**src/rtl/bbc_pkg.sv**
```systemverilog
package bbc_pkg;

  localparam int SLOTS_DEF = 16;
  localparam int SLOT_W = 4;
  localparam logic [7:0] COUNT_MAX = 8'hFF;

  typedef enum logic [1:0] {
    OP_GET,
    OP_RELEASE,
    OP_DIRTY,
    OP_DONE
  } op_t;

  typedef enum logic [1:0] {
    ST_DONE,
    ST_NOFREE,
    ST_UNHELD
  } status_t;

  typedef struct packed {
    logic [7:0]  dev;
    logic [31:0] blk;
    logic [7:0]  count;
    logic        valid;
    logic        dirty;
  } entry_t;

endpackage

```
**src/rtl/bbc_in_if.sv**
```systemverilog
interface bbc_in_if;
  logic        valid;
  logic        ready;
  logic [1:0]  op;
  logic [7:0]  device;
  logic [31:0] block_number;
  logic [3:0]  slot;

  modport source (output valid, op, device, block_number, slot, input ready);
  modport sink (input valid, op, device, block_number, slot, output ready);
endinterface

```
**src/rtl/bbc_out_if.sv**
```systemverilog
interface bbc_out_if;
  logic       valid;
  logic       ready;
  logic [3:0] result_slot;
  logic       hit;
  logic       need_read;
  logic [1:0] status;

  modport source (output valid, result_slot, hit, need_read, status, input ready);
  modport sink (input valid, result_slot, hit, need_read, status, output ready);
endinterface

```
**src/rtl/bbc_ram.sv**
```systemverilog
module bbc_ram #(
  parameter int WIDTH = 8,
  parameter int DEPTH = 16
) (
  input  logic                     clk,
  input  logic                     we,
  input  logic [$clog2(DEPTH)-1:0] waddr,
  input  logic [WIDTH-1:0]         wdata,
  input  logic [$clog2(DEPTH)-1:0] raddr,
  output logic [WIDTH-1:0]         rdata
);

  logic [WIDTH-1:0] mem [DEPTH];

  always_ff @(posedge clk) begin
    if (we) begin
      mem[waddr] <= wdata;
    end
    rdata <= mem[raddr];
  end

endmodule

```
**src/rtl/block_buffer_cache_lru.sv**
```systemverilog
// Tag and LRU replacement engine for a buffer cache of SLOTS slots. Slot entries (tag, holder
// count, valid and dirty flags) live in one memory indexed by slot, and the recency order lives
// in a second memory that lists the slots from oldest (rank 0) to most recent. After reset the
// block writes the reset contents into every entry of both memories and accepts no request until
// that is done. A get walks the order memory from the most recent rank down to the oldest, reading
// each listed slot's entry behind it, and stops early on a hit. A release that drops a count to
// zero rewrites the order list in one pass over all ranks; other releases, mark_dirty and
// disk_done leave the order list untouched.
// A new request is accepted while the previous result still waits at the output.
module block_buffer_cache_lru #(
  parameter int SLOTS = bbc_pkg::SLOTS_DEF
) (
  input logic     clk,
  input logic     rst_n,
  bbc_in_if.sink  in_ch,
  bbc_out_if.source out_ch
);

  localparam int SW = $clog2(SLOTS);
  localparam logic [SW-1:0] LAST = SW'(SLOTS - 1);

  typedef enum logic [2:0] {
    S_CLEAR,
    S_IDLE,
    S_RDENT,
    S_SCAN,
    S_SHIFT,
    S_TOP,
    S_RESP
  } state_t;

  state_t state_r, state_nxt;

  bbc_pkg::op_t      op_r, op_nxt;
  logic [7:0]        dev_r, dev_nxt;
  logic [31:0]       blk_r, blk_nxt;
  logic [3:0]        slot_r, slot_nxt;

  logic [SW-1:0]     cnt_r, cnt_nxt;
  logic              iss_on_r, iss_on_nxt;
  logic              p1_v_r, p1_v_nxt;
  logic              p1_last_r, p1_last_nxt;
  logic [SW-1:0]     p1_rank_r, p1_rank_nxt;
  logic              p2_v_r, p2_v_nxt;
  logic              p2_last_r, p2_last_nxt;
  logic [SW-1:0]     p2_slot_r, p2_slot_nxt;
  logic              cand_v_r, cand_v_nxt;
  logic [SW-1:0]     cand_r, cand_nxt;
  logic              found_r, found_nxt;

  logic [3:0]        res_slot_r, res_slot_nxt;
  logic              res_hit_r, res_hit_nxt;
  logic              res_need_r, res_need_nxt;
  bbc_pkg::status_t  res_status_r, res_status_nxt;

  logic              out_valid_r, out_valid_nxt;
  logic [3:0]        out_slot_r, out_slot_nxt;
  logic              out_hit_r, out_hit_nxt;
  logic              out_need_r, out_need_nxt;
  bbc_pkg::status_t  out_status_r, out_status_nxt;

  logic              ent_we;
  logic [SW-1:0]     ent_waddr, ent_raddr;
  bbc_pkg::entry_t   ent_wdata, ent_rdata;
  logic              ord_we;
  logic [SW-1:0]     ord_waddr, ord_raddr, ord_wdata, ord_rdata;

  logic [SW-1:0]     slot_a;
  logic              in_oob;
  logic              tag_match;
  logic              slot_free;
  logic [SW-1:0]     miss_sel;

  bbc_ram #(
    .WIDTH($bits(bbc_pkg::entry_t)),
    .DEPTH(SLOTS)
  ) u_entry_ram (
    .clk  (clk),
    .we   (ent_we),
    .waddr(ent_waddr),
    .wdata(ent_wdata),
    .raddr(ent_raddr),
    .rdata(ent_rdata)
  );

  bbc_ram #(
    .WIDTH(SW),
    .DEPTH(SLOTS)
  ) u_order_ram (
    .clk  (clk),
    .we   (ord_we),
    .waddr(ord_waddr),
    .wdata(ord_wdata),
    .raddr(ord_raddr),
    .rdata(ord_rdata)
  );

  assign slot_a    = SW'(slot_r);
  assign in_oob    = 32'(in_ch.slot) >= 32'(SLOTS);
  assign tag_match = (ent_rdata.dev == dev_r) && (ent_rdata.blk == blk_r);
  assign slot_free = (ent_rdata.count == 8'd0) && !ent_rdata.dirty;
  assign miss_sel  = slot_free ? p2_slot_r : cand_r;

  always_comb begin
    state_nxt      = state_r;
    op_nxt         = op_r;
    dev_nxt        = dev_r;
    blk_nxt        = blk_r;
    slot_nxt       = slot_r;
    cnt_nxt        = cnt_r;
    iss_on_nxt     = iss_on_r;
    p1_v_nxt       = p1_v_r;
    p1_last_nxt    = p1_last_r;
    p1_rank_nxt    = p1_rank_r;
    p2_v_nxt       = p2_v_r;
    p2_last_nxt    = p2_last_r;
    p2_slot_nxt    = p2_slot_r;
    cand_v_nxt     = cand_v_r;
    cand_nxt       = cand_r;
    found_nxt      = found_r;
    res_slot_nxt   = res_slot_r;
    res_hit_nxt    = res_hit_r;
    res_need_nxt   = res_need_r;
    res_status_nxt = res_status_r;
    out_valid_nxt  = out_valid_r && !out_ch.ready;
    out_slot_nxt   = out_slot_r;
    out_hit_nxt    = out_hit_r;
    out_need_nxt   = out_need_r;
    out_status_nxt = out_status_r;
    ent_we         = 1'b0;
    ent_waddr      = slot_a;
    ent_wdata      = ent_rdata;
    ent_raddr      = slot_a;
    ord_we         = 1'b0;
    ord_waddr      = cnt_r;
    ord_wdata      = cnt_r;
    ord_raddr      = cnt_r;
    in_ch.ready    = 1'b0;

    case (state_r)
      S_CLEAR: begin
        ent_we    = 1'b1;
        ent_waddr = cnt_r;
        ent_wdata = '0;
        ord_we    = 1'b1;
        cnt_nxt   = cnt_r + 1'b1;
        if (cnt_r == LAST) begin
          cnt_nxt   = '0;
          state_nxt = S_IDLE;
        end
      end

      S_IDLE: begin
        in_ch.ready = 1'b1;
        ent_raddr   = SW'(in_ch.slot);
        if (in_ch.valid) begin
          op_nxt         = bbc_pkg::op_t'(in_ch.op);
          dev_nxt        = in_ch.device;
          blk_nxt        = in_ch.block_number;
          slot_nxt       = in_ch.slot;
          res_slot_nxt   = in_ch.slot;
          res_hit_nxt    = 1'b0;
          res_need_nxt   = 1'b0;
          res_status_nxt = bbc_pkg::ST_DONE;
          if (in_ch.op == bbc_pkg::OP_GET) begin
            state_nxt  = S_SCAN;
            cnt_nxt    = LAST;
            iss_on_nxt = 1'b1;
            p1_v_nxt   = 1'b0;
            p2_v_nxt   = 1'b0;
            cand_v_nxt = 1'b0;
          end else if (in_oob) begin
            state_nxt = S_RESP;
            if (in_ch.op == bbc_pkg::OP_RELEASE) begin
              res_status_nxt = bbc_pkg::ST_UNHELD;
            end
          end else begin
            state_nxt = S_RDENT;
          end
        end
      end

      S_RDENT: begin
        state_nxt = S_RESP;
        case (op_r)
          bbc_pkg::OP_RELEASE: begin
            if (ent_rdata.count == 8'd0) begin
              res_status_nxt = bbc_pkg::ST_UNHELD;
            end else begin
              ent_we          = 1'b1;
              ent_wdata.count = ent_rdata.count - 8'd1;
              if (ent_rdata.count == 8'd1) begin
                state_nxt  = S_SHIFT;
                cnt_nxt    = '0;
                iss_on_nxt = 1'b1;
                p1_v_nxt   = 1'b0;
                found_nxt  = 1'b0;
              end
            end
          end
          bbc_pkg::OP_DIRTY: begin
            ent_we          = 1'b1;
            ent_wdata.dirty = 1'b1;
          end
          default: begin
            ent_we          = 1'b1;
            ent_wdata.valid = 1'b1;
            ent_wdata.dirty = 1'b0;
          end
        endcase
      end

      S_SCAN: begin
        p1_v_nxt = 1'b0;
        if (iss_on_r) begin
          p1_v_nxt    = 1'b1;
          p1_last_nxt = (cnt_r == '0);
          cnt_nxt     = cnt_r - 1'b1;
          if (cnt_r == '0) begin
            iss_on_nxt = 1'b0;
          end
        end
        ent_raddr   = ord_rdata;
        p2_v_nxt    = p1_v_r;
        p2_last_nxt = p1_last_r;
        p2_slot_nxt = ord_rdata;
        if (p2_v_r) begin
          if (tag_match) begin
            ent_we    = 1'b1;
            ent_waddr = p2_slot_r;
            if (ent_rdata.count != bbc_pkg::COUNT_MAX) begin
              ent_wdata.count = ent_rdata.count + 8'd1;
            end
            res_slot_nxt = 4'(p2_slot_r);
            res_hit_nxt  = 1'b1;
            res_need_nxt = !ent_rdata.valid;
            state_nxt    = S_RESP;
            iss_on_nxt   = 1'b0;
            p1_v_nxt     = 1'b0;
            p2_v_nxt     = 1'b0;
          end else begin
            if (slot_free) begin
              cand_v_nxt = 1'b1;
              cand_nxt   = p2_slot_r;
            end
            if (p2_last_r) begin
              state_nxt = S_RESP;
              p2_v_nxt  = 1'b0;
              if (slot_free || cand_v_r) begin
                ent_we       = 1'b1;
                ent_waddr    = miss_sel;
                ent_wdata    = '{dev: dev_r, blk: blk_r, count: 8'd1, valid: 1'b0, dirty: 1'b0};
                res_slot_nxt = 4'(miss_sel);
                res_need_nxt = 1'b1;
              end else begin
                res_slot_nxt   = 4'd0;
                res_status_nxt = bbc_pkg::ST_NOFREE;
              end
            end
          end
        end
      end

      S_SHIFT: begin
        p1_v_nxt = 1'b0;
        if (iss_on_r) begin
          p1_v_nxt    = 1'b1;
          p1_rank_nxt = cnt_r;
          p1_last_nxt = (cnt_r == LAST);
          cnt_nxt     = cnt_r + 1'b1;
          if (cnt_r == LAST) begin
            iss_on_nxt = 1'b0;
          end
        end
        if (p1_v_r) begin
          if (found_r) begin
            ord_we    = 1'b1;
            ord_waddr = p1_rank_r - 1'b1;
            ord_wdata = ord_rdata;
          end else if (ord_rdata == slot_a) begin
            found_nxt = 1'b1;
          end
          if (p1_last_r) begin
            state_nxt = S_TOP;
          end
        end
      end

      S_TOP: begin
        ord_we    = 1'b1;
        ord_waddr = LAST;
        ord_wdata = slot_a;
        state_nxt = S_RESP;
      end

      S_RESP: begin
        if (!out_valid_r || out_ch.ready) begin
          out_valid_nxt  = 1'b1;
          out_slot_nxt   = res_slot_r;
          out_hit_nxt    = res_hit_r;
          out_need_nxt   = res_need_r;
          out_status_nxt = res_status_r;
          state_nxt      = S_IDLE;
        end
      end

      default: begin
        state_nxt = S_IDLE;
      end
    endcase
  end

  always_ff @(posedge clk) begin
    op_r         <= op_nxt;
    dev_r        <= dev_nxt;
    blk_r        <= blk_nxt;
    slot_r       <= slot_nxt;
    p1_last_r    <= p1_last_nxt;
    p1_rank_r    <= p1_rank_nxt;
    p2_last_r    <= p2_last_nxt;
    p2_slot_r    <= p2_slot_nxt;
    cand_r       <= cand_nxt;
    res_slot_r   <= res_slot_nxt;
    res_hit_r    <= res_hit_nxt;
    res_need_r   <= res_need_nxt;
    res_status_r <= res_status_nxt;
    out_slot_r   <= out_slot_nxt;
    out_hit_r    <= out_hit_nxt;
    out_need_r   <= out_need_nxt;
    out_status_r <= out_status_nxt;
    if (!rst_n) begin
      state_r     <= S_CLEAR;
      cnt_r       <= '0;
      iss_on_r    <= 1'b0;
      p1_v_r      <= 1'b0;
      p2_v_r      <= 1'b0;
      cand_v_r    <= 1'b0;
      found_r     <= 1'b0;
      out_valid_r <= 1'b0;
    end else begin
      state_r     <= state_nxt;
      cnt_r       <= cnt_nxt;
      iss_on_r    <= iss_on_nxt;
      p1_v_r      <= p1_v_nxt;
      p2_v_r      <= p2_v_nxt;
      cand_v_r    <= cand_v_nxt;
      found_r     <= found_nxt;
      out_valid_r <= out_valid_nxt;
    end
  end

  assign out_ch.valid       = out_valid_r;
  assign out_ch.result_slot = out_slot_r;
  assign out_ch.hit         = out_hit_r;
  assign out_ch.need_read   = out_need_r;
  assign out_ch.status      = out_status_r;

endmodule

```
**src/flat_wrapper.sv**
```systemverilog
// flat-port wrapper written by rule: the top's interface ports become plain ports
module block_buffer_cache_lru_flat 
#(
  parameter int SLOTS = bbc_pkg::SLOTS_DEF
)
  (clk, rst_n, in_ch_valid, in_ch_op, in_ch_device, in_ch_block_number, in_ch_slot, in_ch_ready, out_ch_valid, out_ch_result_slot, out_ch_hit, out_ch_need_read, out_ch_status, out_ch_ready);
  bbc_in_if in_ch_i ();
  bbc_out_if out_ch_i ();
  input logic clk;
  input logic rst_n;
  input wire logic [$bits(in_ch_i.valid)-1:0] in_ch_valid;
  input wire logic [$bits(in_ch_i.op)-1:0] in_ch_op;
  input wire logic [$bits(in_ch_i.device)-1:0] in_ch_device;
  input wire logic [$bits(in_ch_i.block_number)-1:0] in_ch_block_number;
  input wire logic [$bits(in_ch_i.slot)-1:0] in_ch_slot;
  output wire logic [$bits(in_ch_i.ready)-1:0] in_ch_ready;
  output wire logic [$bits(out_ch_i.valid)-1:0] out_ch_valid;
  output wire logic [$bits(out_ch_i.result_slot)-1:0] out_ch_result_slot;
  output wire logic [$bits(out_ch_i.hit)-1:0] out_ch_hit;
  output wire logic [$bits(out_ch_i.need_read)-1:0] out_ch_need_read;
  output wire logic [$bits(out_ch_i.status)-1:0] out_ch_status;
  input wire logic [$bits(out_ch_i.ready)-1:0] out_ch_ready;
  assign in_ch_i.valid = in_ch_valid;
  assign in_ch_i.op = in_ch_op;
  assign in_ch_i.device = in_ch_device;
  assign in_ch_i.block_number = in_ch_block_number;
  assign in_ch_i.slot = in_ch_slot;
  assign in_ch_ready = in_ch_i.ready;
  assign out_ch_valid = out_ch_i.valid;
  assign out_ch_result_slot = out_ch_i.result_slot;
  assign out_ch_hit = out_ch_i.hit;
  assign out_ch_need_read = out_ch_i.need_read;
  assign out_ch_status = out_ch_i.status;
  assign out_ch_i.ready = out_ch_ready;
  block_buffer_cache_lru #(.SLOTS(SLOTS)) u_core (.clk(clk), .rst_n(rst_n), .in_ch(in_ch_i), .out_ch(out_ch_i));
endmodule
```
**config.mk**
```make
export PLATFORM = sky130hd
export DESIGN_NAME = block_buffer_cache_lru_flat
export DESIGN_NICKNAME = d
export VERILOG_FILES = /design/src/rtl/bbc_pkg.sv /design/src/rtl/bbc_in_if.sv /design/src/rtl/bbc_out_if.sv /design/src/rtl/bbc_ram.sv /design/src/rtl/block_buffer_cache_lru.sv /design/src/flat_wrapper.sv
export SDC_FILE = /design/constraint.sdc
export NUM_CORES = 1
export LEC_CHECK = 0
export ABC_AREA = 1
export BUFFER_PORTS_ARGS = -buffer_cell sky130_fd_sc_hd__buf_4
export CORE_UTILIZATION = 57
export CTS_CLUSTER_SIZE = 20
export DETAILED_ROUTE_END_ITERATION = 16
export PLACE_DENSITY = 0.76
export SETUP_SLACK_MARGIN = 0.02
export SLEW_MARGIN = 10
export SYNTH_ARGS = -nofsm -noshare
export SYNTH_HDL_FRONTEND = slang
export SYNTH_HIERARCHICAL = 1
export SYNTH_SLANG_ARGS = --single-unit
```
**constraint.sdc**
```tcl
create_clock -name clk -period 4.4 [get_ports clk]
set_input_delay 0.22 -clock clk [delete_from_list [all_inputs] [get_ports clk]]
set_output_delay 0.22 -clock clk [all_outputs]
set_load 0.01 [all_outputs]
```
==> run metrics <==
Max-cap violations 0; Initial Utilization 57.9%; vias in the first global route 30,600; post-route ant nets 0; internal power 22.7 mW; post-synthesis instance total 4,560; Total GRT Usage 28.0%; Clock Pin Slew Worst Setup and Hold Paths 60 ps; Tot Pwr 36.1 mW; Hold Path Cell Cnt 3; Tmin final 4020 ps; share of the synthesized area in the top cell type 62.5%; Post-Syn Area 45,200 µm²; Met1 Wirelength 43.6 mm; synthesis-to-layout area growth 11.7%; Max Used Layer met4; first-pass GRT wire length 174 mm; Syn Nets 4,618; Hold Crit Class primary input to flip-flop; required time worst endpoint 4720 ps; final clock skew 42.3 ps; worst vdd ir 0.497 mV; Finished Layout Cells 5,763; pwr dens 715 nW/µm²; CTS buffer count 99; nets 4,697; DRT iter0 DRCs 3,839; Sequential Power Share 41.8%; vias per inst 5.55; htree depth 3; CORE AREA 78,000 µm²; Synth area leader edfxtp_1; Routed met3 length 11.9 mm; Max Freq 248 MHz; die footprint 80,400 µm²; Post-synth EDFFs 940; Setup violations, final 0; drt wl/cell 19.6 µm; asr flop ratio synth 0%; Clock Sinks 1,007; count leader, synth nand2_1; Crit Path Class flip-flop to flip-flop; Leak Pwr 21.7 nW; Top FF cell, synth edfxtp_1; Sw Share 37.2%; die extent in y 284 µm; # IOs 60; Seq cells post-synth 1,007; Rel. slew slack 22.1%; Synth top cells by count 1,431 x nand2_1, 940 x edfxtp_1, 804 x inv_1; Rows 102; CTS resizes 0; CTS tree built; share of layout cells above drive strength 1 7.39%; dpl cells 5,530; drt pass-1 iters 6; Reg2Reg Depth 14; Max Slew Vio Count 0; initial antenna violation count 0; status completed; measured slew at the worst slew-check pin 1160 ps; total grt overflow 0; GPL Wtd Cong 0.921; metal2 WL 53.9 mm; Final Cycle Share 91.5%; Setup TNS 0 ps; library cells used by synthesis 45; Critical Path End Type flip-flop; Residual DRC 0; DP HPWL 61.8 mm; proportion of power drawn by the clock network 24.2%; Area contributors post-synth edfxtp_1 62%, nand2_1 12%, nand3_1 8.1%, inv_1 6.7%, dfxtp_1 3.0%; post-synthesis sequential area ratio 65.4%; Mapped Avg Cell Area 9.91 µm²; fill count 5,732; switching pwr 13.4 mW; clk buf depth 3; Critical Path Fanout Max 52; pin count of the biggest net entering global routing 138; Final Hold Fails 0; Ys Warns 6; startpoint types flip-flop; Post-Place Worst Slack 561 ps; CTS root buf clkbuf_16; combinational power share 34.0%; Inserted Diodes 0; arrival time of the worst setup path 4350 ps; Post-Route WL 113 mm; Die X 284 µm; RSZ-0062 raised after global routing no; port bufs 59; final core utilization 64.7%; fin worst setup slack 375 ps; routed vias 32,000; Skew-Pair Late Insertion Delay 680 ps
metal layers:
metal  vias to the layer above  track usage, %
li1                      14900               -
met1                     15000            38.5
met2                      1845            45.8
met3                       231            3.92
met4                         0            9.72
met5                         -               0
metrics by stage:
stage | hold slack [ps] | instance area (µm²)
finish | 80.5 | 50500
global route | 81.6 | 50500
CTS | 32.5 | 50500
detailed placement | 405 | 46600
global placement | 402 | 46600
floorplan | 319 | 45200
worst max-delay path, stage by stage, from the launching register on:
cell	delay, ps
edfxtp_1	390
inv_1	100
nand2_1	80
nand2_1	140
inv_1	60
nand2_1	50
nor2_1	50
nand2_1	60
nor2_1	130
nand3_4	210
buf_4	620
nand3_4	750
nand2_1	260
nand3_1	130
o21ai_1	610
power groups by stage:
stage	Clock [mW]	Combinational, mW	Sequential, mW
finish	8.74	12.3	15.1
global route	9.16	13.4	15.3
CTS	8.82	12.1	15.1
detailed placement	0	12.0	15.3
global placement	0	11.8	15.2
floorplan	0	8.10	15.1
layout by cell type (no fill, tap or decap), types with 8 or more instances in the layout:
| cell | instances |
|---|---|
| a21oi_1 | 32 |
| buf_12 | 23 |
| buf_4 | 125 |
| bufinv_16 | 13 |
| clkbuf_1 | 21 |
| clkbuf_16 | 99 |
| clkbuf_8 | 11 |
| clkinv_1 | 15 |
| clkinv_2 | 22 |
| dfxtp_1 | 66 |
| dlygate4sd3_1 | 48 |
| edfxtp_1 | 940 |
| ha_1 | 8 |
| inv_1 | 801 |
| nand2_1 | 1430 |
| nand3_1 | 730 |
| nand3b_1 | 10 |
| nand4_1 | 45 |
| nor2_1 | 93 |
| nor2_4 | 20 |
| o211ai_1 | 14 |
| o21ai_0 | 42 |
| o21ai_1 | 31 |
| xnor2_1 | 16 |
| xor2_1 | 11 |
worst paths after layout:
check,end,start,slack (ps)
worst max-delay path,u_core/u_entry_ram/mem[1][22],u_core/dev_r[2],380
worst min-delay path,u_core/op_r[0],in_ch_valid,80
worst max register to register,u_core/u_entry_ram/mem[1][22],u_core/dev_r[2],380
worst min register to register,u_core/out_ch.status[1],u_core/res_status_r[1],420
logic make-up (layout without fill, tap and decap cells):
logic type,count (synthesis),count (layout),synth area share (%)
compound gates,136,136,1.68
xor+xnor,27,27,0.523
fa+ha+maj,8,8,0.222
buf+inv,1033,1196,10.0
flops,1007,1007,65.4
simple gates,2349,2349,22.1
layout make-up:
cell class	count	area (µm²)	share of cell area, %
flip-flops and latches	1007	29600	58.6
multi-input cells	2520	11200	22.3
inverters	815	3090	6.13
clock buffers	131	2710	5.36
repair buffers	196	1880	3.72
well taps	1040	1300	2.58
clock inverters	54	673	1.33
sequential cells by signal, indices dropped and copies added (netlist names), 8 cells and up:
| register | flops |
|---|---|
| u_core/u_entry_ram/rdata | 50 |
| u_core/u_order_ram/mem | 64 |
| u_core/blk_r | 32 |
| u_core/dev_r | 8 |
| u_core/u_entry_ram/mem | 800 |
timing repair:
action,in CTS,in global routing
endpoints found under the hold margin,62,0
buffers inserted,0,0
hold buffers,48,0
No activity file was read; power rests on OpenSTA's default activity.
